==> src/dcl_pkg.sv <==
`timescale 1ns / 1ps
// ----------------------------------------------------------------------------
// dcl_pkg
// Shared types, code tables and helpers for the implode stream decoder.
// ----------------------------------------------------------------------------
package dcl_pkg;

    localparam int HistDepth   = 4096;
    localparam int HistAw      = $clog2(HistDepth);
    localparam int BytesPerRes = 16;
    localparam int CntW        = $clog2(BytesPerRes + 1);
    localparam int QDepth      = 2;

    typedef enum logic [1:0] {
        ERR_NONE = 2'd0,
        ERR_DIST = 2'd1,
        ERR_WIN  = 2'd2
    } err_t;

    // item handed from the front (bit parser) to the back (byte writer)
    typedef enum logic [1:0] {
        OP_LIT  = 2'd0,
        OP_COPY = 2'd1,
        OP_DONE = 2'd2
    } op_t;

    typedef struct packed {
        op_t        op;
        logic [7:0] lit;
        logic [9:0] len;
        logic [HistAw:0] back;
        logic       last;
        logic       fin_end;
        err_t       err;
    } cmd_t;

    typedef enum logic [2:0] {
        TK_FLAG = 3'd0,
        TK_LIT  = 3'd1,
        TK_LEN  = 3'd2,
        TK_EXT  = 3'd3,
        TK_DIST = 3'd4,
        TK_LOW  = 3'd5
    } tok_t;

    typedef enum logic [1:0] {
        HP_MODE = 2'd0,
        HP_WIN  = 2'd1,
        HP_DATA = 2'd2
    } hdr_t;

    typedef enum logic [1:0] {
        FS_IDLE  = 2'd0,
        FS_PARSE = 2'd1,
        FS_EMIT  = 2'd2
    } fstate_t;

    typedef enum logic [1:0] {
        BS_IDLE = 2'd0,
        BS_RD   = 2'd1,
        BS_WR   = 2'd2
    } bstate_t;

    function automatic logic [3:0] len_bits(input logic [3:0] i);
        logic [3:0] r;
        case (i)
            4'd0: r = 4'd3;  4'd1: r = 4'd2;  4'd2: r = 4'd3;  4'd3: r = 4'd3;
            4'd4: r = 4'd4;  4'd5: r = 4'd4;  4'd6: r = 4'd4;  4'd7: r = 4'd5;
            4'd8: r = 4'd5;  4'd9: r = 4'd5;  4'd10: r = 4'd5; 4'd11: r = 4'd6;
            4'd12: r = 4'd6; 4'd13: r = 4'd6; 4'd14: r = 4'd7; default: r = 4'd7;
        endcase
        return r;
    endfunction

    function automatic logic [7:0] len_code(input logic [3:0] i);
        logic [7:0] r;
        case (i)
            4'd0: r = 8'd5;   4'd1: r = 8'd3;   4'd2: r = 8'd1;   4'd3: r = 8'd6;
            4'd4: r = 8'd10;  4'd5: r = 8'd2;   4'd6: r = 8'd12;  4'd7: r = 8'd20;
            4'd8: r = 8'd4;   4'd9: r = 8'd24;  4'd10: r = 8'd8;  4'd11: r = 8'd48;
            4'd12: r = 8'd16; 4'd13: r = 8'd32; 4'd14: r = 8'd64; default: r = 8'd0;
        endcase
        return r;
    endfunction

    function automatic logic [9:0] len_base(input logic [3:0] i);
        logic [9:0] r;
        case (i)
            4'd0: r = 10'd2;    4'd1: r = 10'd3;    4'd2: r = 10'd4;   4'd3: r = 10'd5;
            4'd4: r = 10'd6;    4'd5: r = 10'd7;    4'd6: r = 10'd8;   4'd7: r = 10'd9;
            4'd8: r = 10'd10;   4'd9: r = 10'd12;   4'd10: r = 10'd16; 4'd11: r = 10'd24;
            4'd12: r = 10'd40;  4'd13: r = 10'd72;  4'd14: r = 10'd136;
            default: r = 10'd264;
        endcase
        return r;
    endfunction

    function automatic logic [3:0] len_extra(input logic [3:0] i);
        return (i < 4'd8) ? 4'd0 : (i - 4'd7);
    endfunction

    function automatic logic [3:0] dist_bits(input logic [5:0] i);
        logic [3:0] r;
        if (i == 6'd0)       r = 4'd2;
        else if (i < 6'd3)   r = 4'd4;
        else if (i < 6'd7)   r = 4'd5;
        else if (i < 6'd22)  r = 4'd6;
        else if (i < 6'd48)  r = 4'd7;
        else                 r = 4'd8;
        return r;
    endfunction

    function automatic logic [7:0] dist_code(input logic [5:0] i);
        logic [7:0] r;
        case (i)
            6'd0: r = 8'd3;    6'd1: r = 8'd13;   6'd2: r = 8'd5;    6'd3: r = 8'd25;
            6'd4: r = 8'd9;    6'd5: r = 8'd17;   6'd6: r = 8'd1;    6'd7: r = 8'd62;
            6'd8: r = 8'd30;   6'd9: r = 8'd46;   6'd10: r = 8'd14;  6'd11: r = 8'd54;
            6'd12: r = 8'd22;  6'd13: r = 8'd38;  6'd14: r = 8'd6;   6'd15: r = 8'd58;
            6'd16: r = 8'd26;  6'd17: r = 8'd42;  6'd18: r = 8'd10;  6'd19: r = 8'd50;
            6'd20: r = 8'd18;  6'd21: r = 8'd34;  6'd22: r = 8'd66;  6'd23: r = 8'd2;
            6'd24: r = 8'd124; 6'd25: r = 8'd60;  6'd26: r = 8'd92;  6'd27: r = 8'd28;
            6'd28: r = 8'd108; 6'd29: r = 8'd44;  6'd30: r = 8'd76;  6'd31: r = 8'd12;
            6'd32: r = 8'd116; 6'd33: r = 8'd52;  6'd34: r = 8'd84;  6'd35: r = 8'd20;
            6'd36: r = 8'd100; 6'd37: r = 8'd36;  6'd38: r = 8'd68;  6'd39: r = 8'd4;
            6'd40: r = 8'd120; 6'd41: r = 8'd56;  6'd42: r = 8'd88;  6'd43: r = 8'd24;
            6'd44: r = 8'd104; 6'd45: r = 8'd40;  6'd46: r = 8'd72;  6'd47: r = 8'd8;
            6'd48: r = 8'd240; 6'd49: r = 8'd112; 6'd50: r = 8'd176; 6'd51: r = 8'd48;
            6'd52: r = 8'd208; 6'd53: r = 8'd80;  6'd54: r = 8'd144; 6'd55: r = 8'd16;
            6'd56: r = 8'd224; 6'd57: r = 8'd96;  6'd58: r = 8'd160; 6'd59: r = 8'd32;
            6'd60: r = 8'd192; 6'd61: r = 8'd64;  6'd62: r = 8'd128; default: r = 8'd0;
        endcase
        return r;
    endfunction

endpackage

==> src/dcl_queue.sv <==
`timescale 1ns / 1ps
// ----------------------------------------------------------------------------
// dcl_queue
// Two-entry command queue between parser and byte writer.
// ----------------------------------------------------------------------------
module dcl_queue (
    input  logic            clk,
    input  logic            rst_n,
    input  logic            in_valid,
    output logic            in_stall,
    input  dcl_pkg::cmd_t   in_cmd,
    output logic            out_valid,
    input  logic            out_stall,
    output dcl_pkg::cmd_t   out_cmd
);

    dcl_pkg::cmd_t  mem_reg [dcl_pkg::QDepth];
    logic           wp_reg, wp_next;
    logic           rp_reg, rp_next;
    logic [1:0]     n_reg, n_next;
    logic           push, pop;

    assign in_stall  = (n_reg == 2'(dcl_pkg::QDepth));
    assign out_valid = (n_reg != 2'd0);
    assign out_cmd   = mem_reg[rp_reg];
    assign push      = in_valid && !in_stall;
    assign pop       = out_valid && !out_stall;

    // advance pointers and count
    always_comb
    begin
        wp_next = push ? ~wp_reg : wp_reg;
        rp_next = pop ? ~rp_reg : rp_reg;
        n_next  = n_reg + 2'(push) - 2'(pop);
    end

    always_ff @(posedge clk or negedge rst_n)
    begin
        if (!rst_n)
        begin
            wp_reg <= 1'b0;
            rp_reg <= 1'b0;
            n_reg  <= 2'd0;
        end
        else
        begin
            wp_reg <= wp_next;
            rp_reg <= rp_next;
            n_reg  <= n_next;
        end
    end

    always_ff @(posedge clk)
    begin
        if (push)
            mem_reg[wp_reg] <= in_cmd;
    end

endmodule

==> config.mk <==
export PLATFORM = sky130hd
export DESIGN_NAME = dcl_queue
export DESIGN_NICKNAME = d
export VERILOG_FILES = /design/src/dcl_pkg.sv /design/src/dcl_queue.sv
export SDC_FILE = /design/constraint.sdc
export NUM_CORES = 1
export LEC_CHECK = 0
export ABC_AREA = 1
export BUFFER_PORTS_ARGS = -buffer_cell sky130_fd_sc_hd__buf_2
export CAP_MARGIN = 20
export CORE_ASPECT_RATIO = 2
export CORE_MARGIN = 2
export CORE_UTILIZATION = 30
export DETAILED_ROUTE_END_ITERATION = 8
export SYNTH_ARGS = -nofsm -noshare
export SYNTH_HDL_FRONTEND = slang
export SYNTH_SLANG_ARGS = --single-unit
==> constraint.sdc <==
create_clock -name clk -period 3.08 [get_ports clk]
set_clock_uncertainty 0.15 [all_clocks]
set_input_delay 0.616 -clock clk [delete_from_list [all_inputs] [get_ports clk]]
set_output_delay 0.616 -clock clk [all_outputs]
set_load 0.05 [all_outputs]
; ---- Word-level counts from Yosys, hierarchy flattened
; Memory sizes are Yosys's and may differ from the RTL's.
; Cells that the tools add are included.
[classes]
eq_ne = 1
n_mux = 2
n_reduce_logical = 5
addsub = 2
n_bitwise = 2
[op_table]
columns = cell, count
row1 = 2-bit by 1-bit adder with 2-bit output, 1
row2 = "2-bit equality test, second input constant", 1
row3 = 1-bit logical AND, 2
row4 = 1-bit logical NOT, 2
row5 = 1-bit 2-to-1 mux, 2
row6 = 1-bit NOT, 2
row7 = 2-bit nonzero test, 1
row8 = 2-bit by 1-bit subtractor with 2-bit output, 1
[word_totals]
in_bits = 41
mem_count = 1
word_cells = 16
ramBits = 74
regBits = 4
[memory_table]
columns = memory, words, width, read_ports, rd_clocked_by_memory_dff, wr, line
row1 = mem_reg, 2, 37, 1, 0, 1, dcl_queue.sv:17  ; dcl_pkg::cmd_t mem_reg [dcl_pkg::QDepth];

; ---- Longest topological paths before layout
[logic_depth]
depth_word = 5
depth_mapped = 10
ltp_nobuf = 10

; ---- Worst setup path after synthesis
; OpenSTA, ideal clock, no wires.
[synth_path]
path_type = input to register
from = in in_valid
to = mem mem_reg[1][0] (netlist name) (enable)
path_slack_ps = 239
path_stages = 2
path_buffers = 0
required_time_ps = 2499
t_arrival_ps = 2260
path_cell_list = nand2_1 nor2_1
[synth_via]
elab_chain_cells = 3
[synth_rtl]
columns = element, line
row1 = start: declaration, dcl_queue.sv:9  ; input logic in_valid,
row2 = 1-bit logical AND, dcl_queue.sv:26  ; assign push = in_valid && !in_stall;
row3 = 1-bit 2-to-1 mux, dcl_queue.sv:55  ; if (push)
row4 = 1-bit 2-to-1 mux (implied by the code), dcl_queue.sv:56  ; mem_reg[wp_reg] <= in_cmd;
row5 = end: declaration, dcl_queue.sv:17
; No other way between the ends.

==> flow_summary.toml <==
[placement]
place_area_sq_um = 3470
place.gp.congestion = 0.735
place_ws_ns = 0.918
hpwl_mm = 3.88
io_buffers = 79

[finish]
syn2layout_area_growth_pct = 29.7
diodes = 0
multi_input_area_sq_um = 517
final_cell_mix = "nand2_1, buf_2, edfxtp_1"
nets = 357
seq_area_sq_um = 2320
mostFrequentLayoutCell = "nand2_1"
postLayoutCoreUtil = 0.396
fillers = 938
drive_gt1_frac = 0.311
largest_reg_flops = 74
stdcell_area_sq_um = 3820

[cts]
clock_latency_ns = 0.32
cts_sinks = 78
cts_tree = "built"
clockBufferDepth = 2
cts_setup_buffers = 0
clockRootBuffer = "clkbuf_16"
clkTransAtPathRegs_ns = 0.06
cts_buffers = 9
htree_levels = 3

[timing]
period_minus_slack_ns = 2.50
clock.fmax_mhz = 401
rsz0062_at_grt = "no"
slew_headroom = 0.562
drv_slew = 0
tightest_slew_ns = 0.656
hold_viol = 0
finalSetupTns_ns = 0
setup_viol = 0
post-route-period-util = 0.810
layout_setup_ws_ns = 0.585

[drt]
initialDrtViolationCount = 100
drt-total-wl_mm = 5.84
wl_per_cell_um = 13.0
drc = 0
drt_pass1_iterations = 4
via_per_inst = 4.12
ant_nets = 0
dr_total_vias = 1852

[setup_path]
start_kind = "flop"
cpLargestDelayFamily = "buffers and inverters"
critPathKind = "reg2out"
path_max_fanout = 38
slowest_delay_ns = 0.49
path_cells = "inv_2 > nand2_1 > nand2_1 > buf_2"
cp_slowest_cell = "inv_2"
cp_data_required_time_ns = 2.31
worstPathArrival_ns = 1.73
crit_buf_inv = 2
endpoint_kind = "output port"
crit_top_cell = "nand2_1"

[floorplan]
core_sq_um = 9640
die_y_um = 144
start_util = 0.305
die_w_um = 74.0
rows = 51
fp.dieArea_sq_um = 10700
boundaryPins = 80

[run]
maxCapViolCount = 0

[synth]
ys_ff_latch = 78
synth_area_leaders = "edfxtp_1, nand2_1, dfrtp_1"
ys_seq_area_frac = 0.789
syn_area_sq_um = 2940
synth_warnings = 0
synth_top_area_share = 0.755
avgSynthCellArea_sq_um = 13.0
synth_nets = 270
synthCells = 227
synth_cell_types = 11
yosysTopAreaCell = "edfxtp_1"

[global_route]
grt_use_total = 0.120
grt_pass1_wl_mm = 9.20
antenna_found_initial = 0
grt_remaining_overflow = 0
grt_pass1_vias = 1972
grt_max_degree = 39

[pwr]
power_density_nw_per_um2 = 1210
p_leak_nw = 1.68
ir_drop_mv = 0.591

[run_status]
status = "complete, no violations"

[hold_path]
hp-class = "in2reg"
==> per-stage QoR <==
stage / power [mW] / std cells / hold WS [ns]
detailed placement: 3.50 / 434 / 0.279
global route: 4.87 / 450 / 0.310
global placement: 3.47 / 434 / 0.276
floorplan: 3.06 / 227 / 0.170
CTS: 4.68 / 450 / 0.312
finish: 4.62 / 450 / 0.324
==> Yosys cell counts (all sizes together) <==
cell / count
nor2: 1
ha: 2
buf: 8
dfrtp: 4
nand3: 3
inv: 11
edfxtp: 74
nand2: 124
==> area by class of cell <==
| class | instances | area share |
|---|---|---|
| clock buffers | 9 | 0.0590 |
| clock inverters | 6 | 0.0292 |
| inverters | 11 | 0.0108 |
| multi-input cells | 130 | 0.135 |
| flip-flops and latches | 78 | 0.608 |
| well taps | 132 | 0.0433 |
| repair buffers | 84 | 0.114 |
==> worst reg2reg max path, delay by kind of cell, from the launching register on <==
kind                   cells  cell delay, ns
and+or+nand+nor            3            0.72
DFF                        1            0.39
buffers and inverters      1            0.33
==> worst paths after layout <==
kind,endpoint,from,slack (ns),depth (start not counted)
max,out_cmd[31],rp_reg$_DFFE_PN0P_,0.58,4
max reg2reg,mem_reg[1][16]$_DFFE_PP_,n_reg[1]$_DFF_PN0_,1.18,4
max in group asynchronous,rp_reg$_DFFE_PN0P_,rst_n,2.19,2
min in group asynchronous,wp_reg$_DFFE_PN0N_,rst_n,0.47,2
min,mem_reg[0][33]$_DFFE_PP_,in_cmd[33],0.32,1
min reg2reg,wp_reg$_DFFE_PN0N_,wp_reg$_DFFE_PN0N_,0.34,2
==> power by group <==
group	internal (mW)	total [mW]	switching (mW)	leakage [nW]
clock	0.786	1.17	0.387	0.163
sequential	1.45	1.51	0.0598	0.736
combinational	0.371	1.93	1.56	0.783
total	2.61	4.62	2.01	1.68
==> routing by layer <==
metal  GRT usage  routed length (um)  part of all wire  vias up
met2       0.208                3250              0.56       56
met3      0.0397                 322             0.055       15
met5           0                   0                 0        -
met1       0.118                2040              0.35      860
li1            -                   -                 -      921
met4      0.0775                 229             0.039        0
==> kinds of logic after synthesis <==
logic type / after synthesis / share of synthesized area
buffers and inverters: 19 / 0.0378
and+or+nand+nor: 128 / 0.165
adders and majority gates: 2 / 0.00850
DFF: 78 / 0.789
==> timing repair <==
item                       in CTS  in global routing
hold endpoints to repair        4                  0
setup endpoints to repair       0                  0
resized for setup               0                  0
hold buffers                    1                  0
Power figures use the tool's default switching activity.
